===== config.mk =====
export PLATFORM = sky130hd
export DESIGN_NAME = home_network_frame_parser
export DESIGN_NICKNAME = d
export VERILOG_FILES = /design/src/rtl/hnfp_pkg.sv /design/src/rtl/hnfp_core.sv /design/src/rtl/home_network_frame_parser.sv
export SDC_FILE = /design/constraint.sdc
export NUM_CORES = 1
export LEC_CHECK = 0
export BUFFER_PORTS_ARGS = -buffer_cell sky130_fd_sc_hd__buf_2
export CORE_AREA = 4 4 179 181
export CTS_BUF_LIST = sky130_fd_sc_hd__clkbuf_4 sky130_fd_sc_hd__clkbuf_8
export DETAILED_ROUTE_END_ITERATION = 12
export DIE_AREA = 0 0 183 185
export HOLD_SLACK_MARGIN = 0.02
export PLACE_DENSITY_LB_ADDON = 0.08
export SLEW_MARGIN = 0
export SYNTH_ARGS = -nofsm -noshare
export SYNTH_HDL_FRONTEND = slang
export SYNTH_HIERARCHICAL = 1
export SYNTH_SLANG_ARGS = --single-unit

===== constraint.sdc =====
create_clock -name clk -period 9.3 [get_ports clk]
set_input_delay 0.93 -clock clk [delete_from_list [all_inputs] [get_ports clk]]
set_output_delay 0.93 -clock clk [all_outputs]
set_load 0.01 [all_outputs]

===== src/rtl/hnfp_pkg.sv =====
// Home network frame parser: shared types and constants.
// Phase encoding, record kinds, status codes and the result record.
// No dependencies.
`default_nettype none
package hnfp_pkg;

  typedef enum logic [3:0] {
    PH_HDR1     = 4'd0,
    PH_HDR2     = 4'd1,
    PH_TID_SPEC = 4'd2,
    PH_SRC_OBJ  = 4'd3,
    PH_DST_OBJ  = 4'd4,
    PH_SVC      = 4'd5,
    PH_COUNT    = 4'd6,
    PH_CODE     = 4'd7,
    PH_LEN      = 4'd8,
    PH_DATA     = 4'd9,
    PH_TID_FREE = 4'd10
  } phase_t;

  localparam logic [1:0] KIND_HEADER = 2'd0;
  localparam logic [1:0] KIND_PROP   = 2'd1;
  localparam logic [1:0] KIND_DATA   = 2'd2;
  localparam logic [1:0] KIND_STATUS = 2'd3;

  localparam logic [1:0] STATUS_OK      = 2'd0;
  localparam logic [1:0] STATUS_BAD_HDR = 2'd1;
  localparam logic [1:0] STATUS_TRUNC   = 2'd2;
  localparam logic [1:0] STATUS_ZERO    = 2'd3;

  localparam logic [7:0] HDR1_CLASS_MASK = 8'hF0;
  localparam logic [7:0] HDR1_CLASS      = 8'h10;
  localparam logic [7:0] HDR1_TOP        = 8'h80;
  localparam logic [7:0] FMT_SPEC        = 8'h81;
  localparam logic [7:0] FMT_FREE        = 8'h82;

  typedef struct packed {
    logic [1:0]  item_kind;
    logic [15:0] trans_id;
    logic [23:0] source_object;
    logic [23:0] dest_object;
    logic [7:0]  service_code;
    logic [7:0]  prop_total;
    logic [7:0]  prop_code;
    logic [7:0]  prop_length;
    logic [7:0]  data_value;
    logic [7:0]  prop_number;
    logic [1:0]  frame_status;
    logic        frame_done;
  } result_t;

endpackage
`default_nettype wire


===== src/rtl/hnfp_core.sv =====
// Home network frame parser: per-byte parse state and record builder.
// Advances one byte per step_en; result record is combinational.
// Depends on hnfp_pkg.
`default_nettype none
module hnfp_core
  import hnfp_pkg::*;
(
  input  wire logic    clk,
  input  wire logic    rst_n,
  input  wire logic    step_en,
  input  wire logic [7:0] beat_byte,
  input  wire logic    beat_end,
  output logic         rec_emit,
  output result_t      rec
);

  phase_t      phase_r, phase_nxt, phase_step;
  logic [1:0]  fbi_r, fbi_nxt;
  logic [15:0] tid_r, tid_nxt;
  logic [23:0] src_r, src_nxt;
  logic [23:0] dst_r, dst_nxt;
  logic [7:0]  svc_r, svc_nxt;
  logic [7:0]  announced_r, announced_nxt;
  logic [7:0]  finished_r, finished_nxt;
  logic [7:0]  code_r, code_nxt;
  logic [7:0]  left_r, left_nxt;
  logic [7:0]  length_r, length_nxt;
  logic        discard_r, discard_nxt;

  logic        emit, done, hdr;
  logic [1:0]  kind, status;
  logic [7:0]  dval, pnum;
  logic [7:0]  len_eff, fin_inc;
  logic [23:0] obj_ins;

  always_comb begin
    case (fbi_r)
      2'd0:    obj_ins = {16'h0000, beat_byte};
      2'd1:    obj_ins = {8'h00, beat_byte, 8'h00};
      default: obj_ins = {beat_byte, 16'h0000};
    endcase
    len_eff = (code_r != 8'd0) ? beat_byte : 8'd0;
    fin_inc = finished_r + 8'd1;
  end

  // next state
  always_comb begin
    phase_step    = phase_r;
    fbi_nxt       = fbi_r;
    tid_nxt       = tid_r;
    src_nxt       = src_r;
    dst_nxt       = dst_r;
    svc_nxt       = svc_r;
    announced_nxt = announced_r;
    finished_nxt  = finished_r;
    code_nxt      = code_r;
    left_nxt      = left_r;
    length_nxt    = length_r;
    discard_nxt   = discard_r;
    emit          = 1'b0;
    done          = 1'b0;
    kind          = KIND_HEADER;
    status        = STATUS_OK;
    dval          = 8'd0;
    pnum          = finished_r;
    if (discard_r) begin
      if (beat_end) begin
        discard_nxt = 1'b0;
        phase_step  = PH_HDR1;
        fbi_nxt     = 2'd0;
      end
    end else begin
      case (phase_r)
        PH_HDR1: begin
          fbi_nxt       = 2'd0;
          tid_nxt       = 16'd0;
          src_nxt       = 24'd0;
          dst_nxt       = 24'd0;
          svc_nxt       = 8'd0;
          announced_nxt = 8'd0;
          finished_nxt  = 8'd0;
          code_nxt      = 8'd0;
          left_nxt      = 8'd0;
          length_nxt    = 8'd0;
          pnum          = 8'd0;
          if (((beat_byte & HDR1_CLASS_MASK) != HDR1_CLASS) &&
              ((beat_byte & HDR1_TOP) != HDR1_TOP)) begin
            emit   = 1'b1;
            kind   = KIND_STATUS;
            status = STATUS_BAD_HDR;
            done   = 1'b1;
          end else begin
            phase_step = PH_HDR2;
          end
        end
        PH_HDR2: begin
          fbi_nxt = 2'd0;
          if (beat_byte == FMT_SPEC) begin
            phase_step = PH_TID_SPEC;
          end else if (beat_byte == FMT_FREE) begin
            phase_step = PH_TID_FREE;
          end else begin
            emit   = 1'b1;
            kind   = KIND_STATUS;
            status = STATUS_BAD_HDR;
            done   = 1'b1;
          end
        end
        PH_TID_SPEC, PH_TID_FREE: begin
          tid_nxt = tid_r | (fbi_r[0] ? {beat_byte, 8'h00} : {8'h00, beat_byte});
          if (fbi_r != 2'd0) begin
            fbi_nxt = 2'd0;
            if (phase_r == PH_TID_FREE) begin
              emit = 1'b1;
              kind = KIND_HEADER;
              done = 1'b1;
            end else begin
              phase_step = PH_SRC_OBJ;
            end
          end else begin
            fbi_nxt = fbi_r + 2'd1;
          end
        end
        PH_SRC_OBJ, PH_DST_OBJ: begin
          if (phase_r == PH_SRC_OBJ) begin
            src_nxt = src_r | obj_ins;
          end else begin
            dst_nxt = dst_r | obj_ins;
          end
          if (fbi_r >= 2'd2) begin
            fbi_nxt    = 2'd0;
            phase_step = (phase_r == PH_SRC_OBJ) ? PH_DST_OBJ : PH_SVC;
          end else begin
            fbi_nxt = fbi_r + 2'd1;
          end
        end
        PH_SVC: begin
          svc_nxt    = beat_byte;
          phase_step = PH_COUNT;
        end
        PH_COUNT: begin
          announced_nxt = beat_byte;
          emit          = 1'b1;
          kind          = KIND_HEADER;
          if (beat_byte == 8'd0) begin
            status = STATUS_ZERO;
            done   = 1'b1;
          end else begin
            phase_step = PH_CODE;
          end
        end
        PH_CODE: begin
          code_nxt   = beat_byte;
          length_nxt = 8'd0;
          phase_step = PH_LEN;
        end
        PH_LEN: begin
          length_nxt = len_eff;
          emit       = 1'b1;
          kind       = KIND_PROP;
          if (len_eff == 8'd0) begin
            finished_nxt = fin_inc;
            if (fin_inc == announced_r) begin
              done = 1'b1;
            end else begin
              phase_step = PH_CODE;
            end
          end else begin
            left_nxt   = len_eff;
            phase_step = PH_DATA;
          end
        end
        PH_DATA: begin
          emit     = 1'b1;
          kind     = KIND_DATA;
          dval     = beat_byte;
          left_nxt = left_r - 8'd1;
          if (left_r == 8'd1) begin
            finished_nxt = fin_inc;
            if (fin_inc == announced_r) begin
              done = 1'b1;
            end else begin
              phase_step = PH_CODE;
            end
          end
        end
        default: begin
          phase_step = PH_HDR1;
        end
      endcase
      if (beat_end) begin
        if (!emit) begin
          emit   = 1'b1;
          kind   = KIND_STATUS;
          status = STATUS_TRUNC;
          done   = 1'b1;
        end else if (!done) begin
          status = STATUS_TRUNC;
          done   = 1'b1;
        end
      end
    end
    phase_nxt = phase_step;
    if (!discard_r && (beat_end || done)) begin
      phase_nxt   = PH_HDR1;
      fbi_nxt     = 2'd0;
      discard_nxt = !beat_end;
    end
  end

  // record build
  always_comb begin
    hdr               = (kind == KIND_HEADER) ||
                        ((phase_step <= PH_COUNT) && (kind == KIND_STATUS));
    rec_emit          = emit;
    rec.item_kind     = kind;
    rec.trans_id      = tid_nxt;
    rec.source_object = src_nxt;
    rec.dest_object   = dst_nxt;
    rec.service_code  = svc_nxt;
    rec.prop_total    = announced_nxt;
    rec.prop_code     = hdr ? 8'd0 : code_nxt;
    rec.prop_length   = hdr ? 8'd0 : length_nxt;
    rec.data_value    = dval;
    rec.prop_number   = hdr ? 8'd0 : pnum;
    rec.frame_status  = status;
    rec.frame_done    = done;
  end

  always_ff @(posedge clk) begin
    if (!rst_n) begin
      phase_r     <= PH_HDR1;
      fbi_r       <= 2'd0;
      tid_r       <= 16'd0;
      src_r       <= 24'd0;
      dst_r       <= 24'd0;
      svc_r       <= 8'd0;
      announced_r <= 8'd0;
      finished_r  <= 8'd0;
      code_r      <= 8'd0;
      left_r      <= 8'd0;
      length_r    <= 8'd0;
      discard_r   <= 1'b0;
    end else if (step_en) begin
      phase_r     <= phase_nxt;
      fbi_r       <= fbi_nxt;
      tid_r       <= tid_nxt;
      src_r       <= src_nxt;
      dst_r       <= dst_nxt;
      svc_r       <= svc_nxt;
      announced_r <= announced_nxt;
      finished_r  <= finished_nxt;
      code_r      <= code_nxt;
      left_r      <= left_nxt;
      length_r    <= length_nxt;
      discard_r   <= discard_nxt;
    end
  end

endmodule
`default_nettype wire


===== src/rtl/home_network_frame_parser.sv =====
// Home network frame parser, top level: input beat register, parse core,
// result register. Depends on hnfp_pkg and hnfp_core.
//
// Usage:
//   Input channel (in_valid/in_ready) carries one datagram byte per beat,
//   with in_frame_end high on the final byte. Output channel
//   (out_valid/out_ready) carries at most one record per input beat:
//   header, property start, property data byte or status only; the last
//   record of a frame has out_frame_done set with its status.
//   A record is registered in the result register when its byte leaves the input register.
//   Throughput: one byte per cycle while out_ready stays high; each byte
//   passes the parse state machine combinationally between the input
//   register and the result register.
//   Reset (rst_n low, synchronous) empties both registers and returns the
//   parser to the first header byte.
//   When the receiver stalls, the pending record holds; one more byte is
//   taken into the input register, then in_ready drops until the record
//   is taken. Bytes that produce no record advance even while stalled.
`default_nettype none
module home_network_frame_parser
  import hnfp_pkg::*;
(
  input  wire logic        clk,
  input  wire logic        rst_n,
  input  wire logic        in_valid,
  output logic             in_ready,
  input  wire logic [7:0]  in_byte,
  input  wire logic        in_frame_end,
  output logic             out_valid,
  input  wire logic        out_ready,
  output logic [1:0]       out_item_kind,
  output logic [15:0]      out_trans_id,
  output logic [23:0]      out_source_object,
  output logic [23:0]      out_dest_object,
  output logic [7:0]       out_service_code,
  output logic [7:0]       out_prop_total,
  output logic [7:0]       out_prop_code,
  output logic [7:0]       out_prop_length,
  output logic [7:0]       out_data_value,
  output logic [7:0]       out_prop_number,
  output logic [1:0]       out_frame_status,
  output logic             out_frame_done
);

  logic       s1_valid_r, s1_valid_nxt;
  logic [7:0] s1_byte_r;
  logic       s1_end_r;
  logic       out_valid_r, out_valid_nxt;
  result_t    out_rec_r;
  result_t    core_rec;
  logic       core_emit;
  logic       advance;
  logic       out_free;

  // an empty input stage may always load; a full one must advance
  // hold a beat that produces a record unless a record slot can open
  assign out_free = !out_valid_r || out_ready;
  assign advance  = s1_valid_r && (!core_emit || out_free);
  assign in_ready = !s1_valid_r || advance;

  hnfp_core u_core (
    .clk       (clk),
    .rst_n     (rst_n),
    .step_en   (advance),
    .beat_byte (s1_byte_r),
    .beat_end  (s1_end_r),
    .rec_emit  (core_emit),
    .rec       (core_rec)
  );

  always_comb begin
    s1_valid_nxt = in_ready ? in_valid : s1_valid_r;
    if (advance && core_emit) begin
      out_valid_nxt = 1'b1;
    end else if (out_ready) begin
      out_valid_nxt = 1'b0;
    end else begin
      out_valid_nxt = out_valid_r;
    end
  end

  always_ff @(posedge clk) begin
    if (!rst_n) begin
      s1_valid_r  <= 1'b0;
      out_valid_r <= 1'b0;
    end else begin
      s1_valid_r  <= s1_valid_nxt;
      out_valid_r <= out_valid_nxt;
    end
  end

  always_ff @(posedge clk) begin
    if (in_valid && in_ready) begin
      s1_byte_r <= in_byte;
      s1_end_r  <= in_frame_end;
    end
    if (advance && core_emit) begin
      out_rec_r <= core_rec;
    end
  end

  assign out_valid         = out_valid_r;
  assign out_item_kind     = out_rec_r.item_kind;
  assign out_trans_id      = out_rec_r.trans_id;
  assign out_source_object = out_rec_r.source_object;
  assign out_dest_object   = out_rec_r.dest_object;
  assign out_service_code  = out_rec_r.service_code;
  assign out_prop_total    = out_rec_r.prop_total;
  assign out_prop_code     = out_rec_r.prop_code;
  assign out_prop_length   = out_rec_r.prop_length;
  assign out_data_value    = out_rec_r.data_value;
  assign out_prop_number   = out_rec_r.prop_number;
  assign out_frame_status  = out_rec_r.frame_status;
  assign out_frame_done    = out_rec_r.frame_done;

  a_err_done: assert property (@(posedge clk) disable iff (!rst_n)
    out_valid && (out_frame_status != STATUS_OK) |-> out_frame_done)
    else $error("error status without frame done");

  a_bad_hdr_kind: assert property (@(posedge clk) disable iff (!rst_n)
    out_valid && (out_frame_status == STATUS_BAD_HDR) |->
      (out_item_kind == KIND_STATUS))
    else $error("bad header record is not status only");

  a_zero_count: assert property (@(posedge clk) disable iff (!rst_n)
    out_valid && (out_frame_status == STATUS_ZERO) |->
      (out_item_kind == KIND_HEADER) && (out_prop_total == 8'd0))
    else $error("zero count record malformed");

  a_hdr_clean: assert property (@(posedge clk) disable iff (!rst_n)
    out_valid && (out_item_kind == KIND_HEADER) |->
      (out_prop_code == 8'd0) && (out_prop_length == 8'd0) &&
      (out_prop_number == 8'd0) && (out_data_value == 8'd0))
    else $error("header record carries property fields");

  a_stage_hold: assert property (@(posedge clk) disable iff (!rst_n)
    s1_valid_r && !advance |=> s1_valid_r && $stable(s1_byte_r))
    else $error("stalled input beat lost");

endmodule
`default_nettype wire


==> flow_summary.toml, run 1 <==
[cells_and_area]
layout_common_cells = "200 x nor2_1, 131 x buf_2, 126 x edfxtp_1, 121 x dfxtp_1, 91 x a21oi_1"
mostFrequentLayoutCell = "nor2_1"
final_cell_count_no_fill = 1583
drive_gt1_share_pct = 21.2
num_antenna_cells = 0
areaGrowthSynthToFinish_pct = 17.5
num-fill-cells = 3019
nets = 1172

[worst_setup_path]
worst-path-buf-inv = 1
ff2ff_setup_slack_ns = 4.89
crit_slowest_cell = "a211oi_1"
startpoint_type = "register"
critical_path.most_common_cell = "a211oi_1"
critPathMaxFanout = 12
worstPathCellList = "or4b_4 > nor4_2 > o32ai_1 > inv_1 > a21oi_1 > a21boi_4 > nor2b_1 > nand2_1 > a211oi_1 > nor2_1 > a211oi_1"
cp_slowest_stage_delay_ns = 0.87
rr_startpoint = "s1_byte_r[3]"
worstSetupPathType = "register to register"
endpoint_kind = "register"
crit_required_ns = 9.76
rr_endpoint = "u_core/left_r[0]"
cp_data_arrival_time_ns = 4.88
crit_family = "simple AND/OR/NAND/NOR gates"
rr_worst_depth = 11

[synth]
seq_area_frac_synth_pct = 57.1
netlist.area_leader.share_pct = 34.8
yosys_warnings = 6
synth_cell_types = 79
ys_seq_elements = 247
netlist_instances = 1039
syn_avg_cell_area_um2 = 10.5
syn_area_um2 = 10900
yosys-top-cells-area = "edfxtp_1 35%, dfxtp_1 22%, mux2i_1 7.0%"
synth-main-ff-cell = "edfxtp_1"
synth_top_area_cell = "edfxtp_1"
synth_edf_count = 126
syn_nets = 1060
synthArstFlopShare_pct = 0

[hold_path]
min-delay-start = "u_core/left_r[3]"
whs_path_depth = 2
hold_path.class = "register to register"
min_to = "u_core/left_r[3]"

[grt]
antenna_found_initial = 0
grtUsageTotal_pct = 17.9
grt_max_degree = 79
grt_pass1_vias = 8127
grt-ovfl-total = 0
grt_first_pass_wirelength_um = 48200

[sta]
timing.fmax_mhz = 227
drv_slew = 0
rsz0062_at_grt = "false"
hold_viol = 0
setup_viol = 0
worstMarginPinSlew_ns = 1.26
setup_tns_ns = 0
finClkSkew_ns = 0.0167
max_slew_margin_pct = 16.1
fin_ws_ns = 4.89
min_period_over_period_pct = 47.4
min_period_ns = 4.41

[run]
cap_violations = 0

[routing]
drtAntennaViolNets = 0
drt-total-wl_um = 31200
drt_iter0_markers = 703
viasPerCell = 5.24
post_drt_wl_per_cell_um = 19.7
drc = 0
vias = 8291
dr.pass1.iters = 5

[clocking]
cts.sinks = 247
clkLatencyLatePin_ns = 0.55
cts_root_buf = "clkbuf_8"
post_cts_buffers = 0
cts.path.max_buffers = 3
clk_pin_slew_ns = 0.07
htreeDepth = 2
postCtsHoldBufs = 0
ctsResizeCount = 0
cts_tree = "built"
cts_buffers = 44

[place]
hpwl_um = 19500
pre_cts_slack_ns = 5.07
placedCellCount = 1501
place_congestion = 0.832
io_buffers = 131

[outcome]
outcome = "finished, final reports clean"

[die]
core_um2 = 30400
initial_core_util_pct = 35.7
rows = 64
die_h_um = 185
die_area_um2 = 33900
chipWidth_um = 183
io_pins = 132

[pwr]
power.leakage_uw = 0.00472
p_per_area_nw_per_um2 = 191
peakVddDrop_mv = 0.0875
state kept, by name, indices dropped and copies added (netlist names), 16 cells and up:
signal,cells
out_source_object,24
u_core/tid_r,16
u_core/src_r,24
u_core/dst_r,24
out_dest_object,24
out_trans_id,16
metal layers:
metal / track usage (%) / vias to the layer above / routed length, µm
met5: 0 / - / 0
met3: 3.42 / 53 / 1640
met4: 4.95 / 0 / 633
met2: 29.3 / 238 / 14700
met1: 24.5 / 4000 / 14200
li1: - / 4000 / -
metrics by stage:
stage                     hold WS [ns]  util (%)  cell area (µm²)  total power (µW)
after CTS                        0.482      42.0            12800              2480
final                            0.484      42.0            12800              2440
after detailed placement         0.472      38.9            11800              1390
after global placement           0.466      38.9            11800              1390
after floorplan                  0.450         -            10900              1320
after global routing             0.508      42.0            12800              2550
cells by family after synthesis:
| family | count (synthesis) | share of synthesized area, % |
|---|---|---|
| AO/OA/AOI/OAI | 238 | 14.8 |
| XOR/XNOR | 8 | 0.644 |
| adder cells (fa/ha/maj) | 8 | 0.920 |
| buffers and inverters | 104 | 3.89 |
| flip-flops | 247 | 57.1 |
| multiplexers | 77 | 7.10 |
| AND/OR/NAND/NOR | 357 | 15.6 |
worst max-delay path by stage:
stage | from | cells past startpoint | to
finish | s1_byte_r[3] | 11 | u_core/left_r[0]
global route | u_core/phase_r[2] | 6 | in_ready
CTS | u_core/phase_r[2] | 6 | in_ready
detailed placement | s1_byte_r[3] | 11 | u_core/left_r[0]
global placement | s1_byte_r[3] | 11 | u_core/left_r[0]
floorplan | u_core/fbi_r[0] | 9 | out_data_value[0]
worst min-delay path: stages (launching register included):
cell	delay, ns
dfxtp_1	0.31
o21ai_0	0.07
a21oi_1	0.06
power breakdown:
| group | internal (µW) | switching (µW) |
|---|---|---|
| clock | 615 | 454 |
| sequential | 1170 | 22.1 |
| combinational | 48.4 | 127 |
| total | 1830 | 603 |
cells in the mapped netlist, drive strengths merged (6+ instances only):
master    n
nor2    201
edfxtp  126
dfxtp   121
a21oi    91
mux2i    76
clkbuf   55
nand2    42
a22oi    30
a22o     25
buf      24
inv      24
o21ai    21
nand3    14
nand2b   13
nor4     13
nor2b    12
and2     11
nor3     10
a31oi     9
and3      8
ha        8
o21a      7
a211oi    6
a32oi     6
area by class of cell:
class / instances / area, µm² / area share, %
clock buffers: 70 / 857 / 6.71
clock inverters: 12 / 90.1 / 0.705
inverters: 25 / 95.1 / 0.744
multi-input cells: 688 / 4270 / 33.4
flip-flops and latches: 247 / 6210 / 48.6
well taps: 396 / 495 / 3.88
repair buffers: 145 / 761 / 5.95
Note: power is estimated with default switching activity, not from simulation.
==> run 2: changes to the inputs <==
- clock period: 9.3 -> 3.55 ns (I/O delays scaled with it)
==> run 2 against run 1 <==
  * Wire length shrank 1.5%
  * Clock skew up 0.0083 ns
  * Largest power group unchanged
  * Design area rose by 2.2%
==> flow_summary.toml, run 2 (synthesis gave the netlist of run 1 again) <==
[routing]
drc = 0
post_drt_wl_per_cell_um = 19.0
drtAntennaViolNets = 0
viasPerCell = 5.24
drt-total-wl_um = 30700
drt_iter0_markers = 584
dr.pass1.iters = 5
vias = 8475

[grt]
grt_first_pass_wirelength_um = 48500
grt_pass1_vias = 8371
grt-ovfl-total = 0
grtUsageTotal_pct = 18.0
grt_max_degree = 101
antenna_found_initial = 0

[pwr]
power.leakage_uw = 0.00485
p_per_area_nw_per_um2 = 467
p_clk_share_pct = 40.6
swShare_pct = 25.0
peakVddDrop_mv = 0.219
p_total_uw = 6100
intPower_uw = 4580
seqPwrFrac_pct = 50.6
p_comb_share_pct = 8.8
p_switching_uw = 1530

[clocking]
cts_buffers = 42
cts.sinks = 247
htreeDepth = 2
post_cts_buffers = 0
cts.path.max_buffers = 3
clk_pin_slew_ns = 0.06
cts_tree = "built"
clkLatencyLatePin_ns = 0.55
cts_root_buf = "clkbuf_8"

[die]
chipWidth_um = 183
core_um2 = 30400
die_h_um = 185
io_pins = 132
initial_core_util_pct = 35.7
die_area_um2 = 33900
rows = 64

[sta]
setup_viol = 0
min_period_ns = 3.24
drv_slew = 0
worstMarginPinSlew_ns = 0.969
hold_viol = 0
timing.fmax_mhz = 309
holdWs_ns = 0.0549
setup_tns_ns = 0
finClkSkew_ns = 0.0249
rsz0062_at_grt = "false"
min_period_over_period_pct = 91.1
max_slew_margin_pct = 35.2

[worst_setup_path]
rr_endpoint = "u_core/code_r[0]"
cp_slowest_stage_delay_ns = 0.57
ff2ff_setup_slack_ns = 0.31
critPathMaxFanout = 100
rr_startpoint = "s1_byte_r[4]"
crit_required_ns = 4.04
crit_slowest_cell = "or4b_4"
cp_data_arrival_time_ns = 3.73
crit_path_end = "u_core/code_r[0]"
crit_path_start = "s1_byte_r[4]"
worstPathCellList = "or4b_4 > nor4_2 > o32ai_2 > inv_1 > a21oi_2 > a21boi_4 > buf_12 > and3_1 > a22oi_1 > nor2_1"
rr_worst_depth = 10
startpoint_type = "register"
endpoint_kind = "register"
worstSetupPathType = "register to register"

[place]
placedInstanceArea_um2 = 12200
place_congestion = 0.829
io_buffers = 131
hpwl_um = 19600
placedCellCount = 1532

[hold_path]
hold_path.class = "input port to register"

[cells_and_area]
drive_gt1_share_pct = 22.6
nets = 1210
mostFrequentLayoutCell = "nor2_1"
areaGrowthSynthToFinish_pct = 20.0
num_antenna_cells = 0
fin_area_um2 = 13100
layout_common_cells = "200 x nor2_1, 131 x buf_2, 126 x edfxtp_1, 119 x dfxtp_1, 90 x a21oi_1"
final_cell_count_no_fill = 1617

[outcome]
outcome = "finished, final reports clean"

[run]
cap_violations = 0
==> run 2: power by group through the flow <==
stage,Sequential (µW),Combinational (µW),Clock (µW)
finish,3090,537,2480
global route,3090,583,2700
CTS,3090,544,2570
detailed placement,3150,536,0
global placement,3150,537,0
floorplan,3170,291,0
==> run 2: stage by stage <==
step | setup WS (ns) | utilization, %
finish | 0.315 | 42.9
CTS | 0.355 | 42.9
global placement | 0.426 | 39.9
detailed placement | 0.366 | 39.9
global route | 0.0571 | 42.9
floorplan | -0.297 | -
==> run 2: cell type report <==
type                       instances  area (µm²)
inverter                          25        95.1
timing repair buffer             185        1130
clock buffer                      63         748
tap                              396         495
multi-input combinational        688        4310
fill                            3028       17400
sequential                       247        6210
clock inverter                    13        65.1
==> run 2: worst max-delay path: cells and delay by family (launching register included) <==
kind,cells,cell delay [ns]
and+or+nand+nor,4,1.47
buffers and inverters,2,0.62
AOI/OAI and AO/OA,4,0.57
DFF,1,0.39
==> run 2: worst min path at each step <==
| stage | startpoint | to | cells after the start | slack, ns |
|---|---|---|---|---|
| 2_1_floorplan | u_core/left_r[3] | u_core/left_r[3] | 2 | 0.45 |
| 3_3_place_gp | u_core/left_r[3] | u_core/left_r[3] | 2 | 0.46 |
| 3_5_place_dp | u_core/left_r[7] | u_core/left_r[7] | 2 | 0.47 |
| 4_1_cts | in_valid | s1_valid_r | 3 | 0.03 |
| 5_1_grt | in_valid | s1_valid_r | 3 | 0.05 |
| 6_report | in_valid | s1_valid_r | 3 | 0.05 |
==> run 2: per-layer routing <==
layer | up-vias | routed length (µm) | GRT usage [%]
met5 | - | 0 | 0
met4 | 0 | 765 | 5.57
met3 | 49 | 1600 | 3.46
met2 | 226 | 14600 | 29.6
met1 | 4129 | 13800 | 24.1
li1 | 4071 | - | -
==> run 2: repair_timing <==
item                                   CTS  global route
gates resized for setup                  0             0
hold buffers                             9             0
endpoints found under the hold margin    9             0
==> run 3: changes to the inputs <==
- CORE_AREA: 4 4 179 181 -> 4 4 176 178
- DIE_AREA: 0 0 183 185 -> 0 0 180 182
- GPL_TIMING_DRIVEN: not set -> 0
- SYNTH_HIERARCHICAL: 1 -> not set
==> run 3 against run 2 <==
  * Sequential cell count stayed put
  * Non-clock buffer count is 39 higher
  * Design area is 1.8% lower
  * Count of clock-buffer cells in the layout is 4 higher
  * Worst setup slack better by 0.0069 ns
  * Hold slack better by 0.041 ns
  * Via count is 2.7% higher
  * Fmax is 0.21% higher
  * Largest power group unchanged
  * Highest routed layer unchanged
==> flow_summary.toml, run 3 <==
[outcome]
outcome = "finished, final reports clean"

[run]
cap_violations = 0

[grt]
busiest_layer = "met2"
grt_first_pass_wirelength_um = 50500
grtUsageTotal_pct = 19.5
antenna_found_initial = 1
use_met3_pct = 4.03
grt_max_degree = 45
gr-usage-met2_pct = 30.7
grt_use_met1_pct = 27.9
grt-ovfl-total = 0
grt_pass1_vias = 8367

[clocking]
cts_buffers = 43
cts.sinks = 247
clkLatencyLatePin_ns = 0.56
clk_pin_slew_ns = 0.06
htreeDepth = 2
cts.path.max_buffers = 3
cts_root_buf = "clkbuf_8"
cts_tree = "built"

[routing]
drt_iter0_markers = 738
post_drt_wl_per_cell_um = 19.3
drc = 0
viasPerCell = 5.16
drtAntennaViolNets = 0
dr.pass1.iters = 5
drt-total-wl_um = 32500
vias = 8707

[place]
place_congestion = 0.916
hpwl_um = 22500
placedCellCount = 1597
pre_cts_slack_ns = 0.0874
io_buffers = 130

[worst_setup_path]
cp_slowest_stage_delay_ns = 0.42
worstPathCellList = "buf_6 > nor4_4 > nand4_2 > nand3_1 > a21boi_0 > and3b_1 > o21ai_1 > buf_2 > nor2_1"
cp_data_arrival_time_ns = 3.51
critPathMaxFanout = 10
endpoint_kind = "register"
rr_endpoint = "out_prop_code[7]"
crit_family = "simple AND/OR/NAND/NOR gates"
startpoint_type = "register"
crit_slowest_cell = "o21ai_1"
crit_required_ns = 3.83
worst-path-buf-inv = 2
ff2ff_setup_slack_ns = 0.32
rr_worst_depth = 9
worstSetupPathType = "register to register"
rr_startpoint = "s1_byte_r[2]"
path_depth = 9

[hold_path]
min-delay-start = "in_valid"
min_to = "s1_valid_r"
hold_path.class = "input port to register"
whs_path_depth = 3

[sta]
worstMarginPinSlew_ns = 1.05
min_period_over_period_pct = 90.9
holdWs_ns = 0.0959
finClkSkew_ns = 0.0283
drv_slew = 0
rsz0062_at_grt = "false"
hold_viol = 0
min_period_ns = 3.23
max_slew_margin_pct = 29.8
setup_viol = 0
timing.fmax_mhz = 310
fin_ws_ns = 0.322

[die]
die_area_um2 = 32800
core_um2 = 29400
initial_core_util_pct = 35.8
io_pins = 132
rows = 63
die_h_um = 182
chipWidth_um = 180

[synth]
synth_top_area_cell = "edfxtp_1"
synth-simple-area-share_pct = 17.0
synth_top_family_by_area = "compound AO/OA/AOI/OAI gates"
syn_area_um2 = 10500
synthAdderAreaFrac_pct = 0.951
yosysMostFrequentCell = "nand2_1"
ys_seq_elements = 247
synth_edf_count = 126
synth_mux_area_share_pct = 0.0951
yosys_warnings = 0
synth_compound_area_share_pct = 18.0
yosys-top-cells-count = "201 x nand2_1, 149 x a21oi_1, 126 x edfxtp_1"
seq_area_frac_synth_pct = 59.0
synth-xor-area-share_pct = 1.25
netlist_instances = 1071
yosys-top-cells-area = "edfxtp_1 36%, dfxtp_1 23%, nand2_1 7.2%"
syn_nets = 1092
synth_cell_types = 69
synth-main-ff-cell = "edfxtp_1"
synthArstFlopShare_pct = 0
syn_avg_cell_area_um2 = 9.83
netlist.area_leader.share_pct = 35.9

[cells_and_area]
finish.utilization_pct = 43.6
num_antenna_cells = 0
drive_gt1_share_pct = 20.1
mostFrequentLayoutCell = "nand2_1"
final_cell_count_no_fill = 1688
nets = 1284
layout_common_cells = "201 x nand2_1, 148 x buf_2, 148 x a21oi_1, 126 x edfxtp_1, 119 x dfxtp_1"
areaGrowthSynthToFinish_pct = 21.8

[pwr]
power.leakage_uw = 0.00450
peakVddDrop_mv = 0.252
p_per_area_nw_per_um2 = 478
-- run 3: final cells by class --
cell class / count / area [µm²]
Tap cell: 390 / 488
Inverter: 21 / 82.6
Fill cell: 2914 / 16600
Buffer: 77 / 332
Clock inverter: 13 / 72.6
Sequential cell: 247 / 6210
Multi-Input combinational cell: 726 / 3980
Clock buffer: 67 / 816
Timing Repair Buffer: 147 / 838
-- run 3: through the flow --
stage | power [µW] | TNS [ns] | area [µm²]
floorplan | 3350 | -13.28 | 10600
global placement | 3540 | -187.80 | 11700
detailed placement | 3540 | 0 | 11800
CTS | 6230 | 0 | 12800
global route | 6390 | 0 | 12800
finish | 6130 | 0 | 12800
-- run 3: timing repair --
action                                 4_1_cts  5_1_grt
hold buffers                                 9        0
endpoints found under the hold margin        9        0
setup endpoints to repair                    0       53
buffers inserted                             0        2
resized for setup                            0        1
-- run 3: power breakdown --
part	switching (µW)	internal (µW)
combinational	300	107
sequential	25.7	3050
clock	1180	1470
total	1500	4630
-- run 3: tightest hold or removal path, delay by kind of cell --
kind / cells / cell delay [ns]
compound gates: 1 / 0.12
buf+inv: 2 / 0.13
-- run 3: logic make-up after synthesis --
logic type               count (synthesis)
AND/OR/NAND/NOR                        407
AO/OA/AOI/OAI                          295
flip-flops                             247
buffers and inverters                   98
XOR/XNOR                                15
adder cells (fa/ha/maj)                  8
multiplexers                             1
-- run 3: routing by layer --
metal	share of wire, %	wire, µm
met2	46	14900
met4	1.6	506
met3	6.8	2220
met1	46	14800
met5	0	0
-- run 3: worst max-delay path by stage --
stage	start	to	slack, ns
6_report	s1_byte_r[2]	out_prop_code[7]	0.32
5_1_grt	s1_byte_r[2]	out_prop_code[7]	0.11
4_1_cts	s1_byte_r[2]	out_prop_code[7]	0.05
3_5_place_dp	s1_byte_r[2]	out_source_object[1]	0.09
3_3_place_gp	s1_byte_r[3]	out_source_object[19]	-1.61
2_1_floorplan	u_core.fbi_r[1]	out_data_value[0]	-0.11
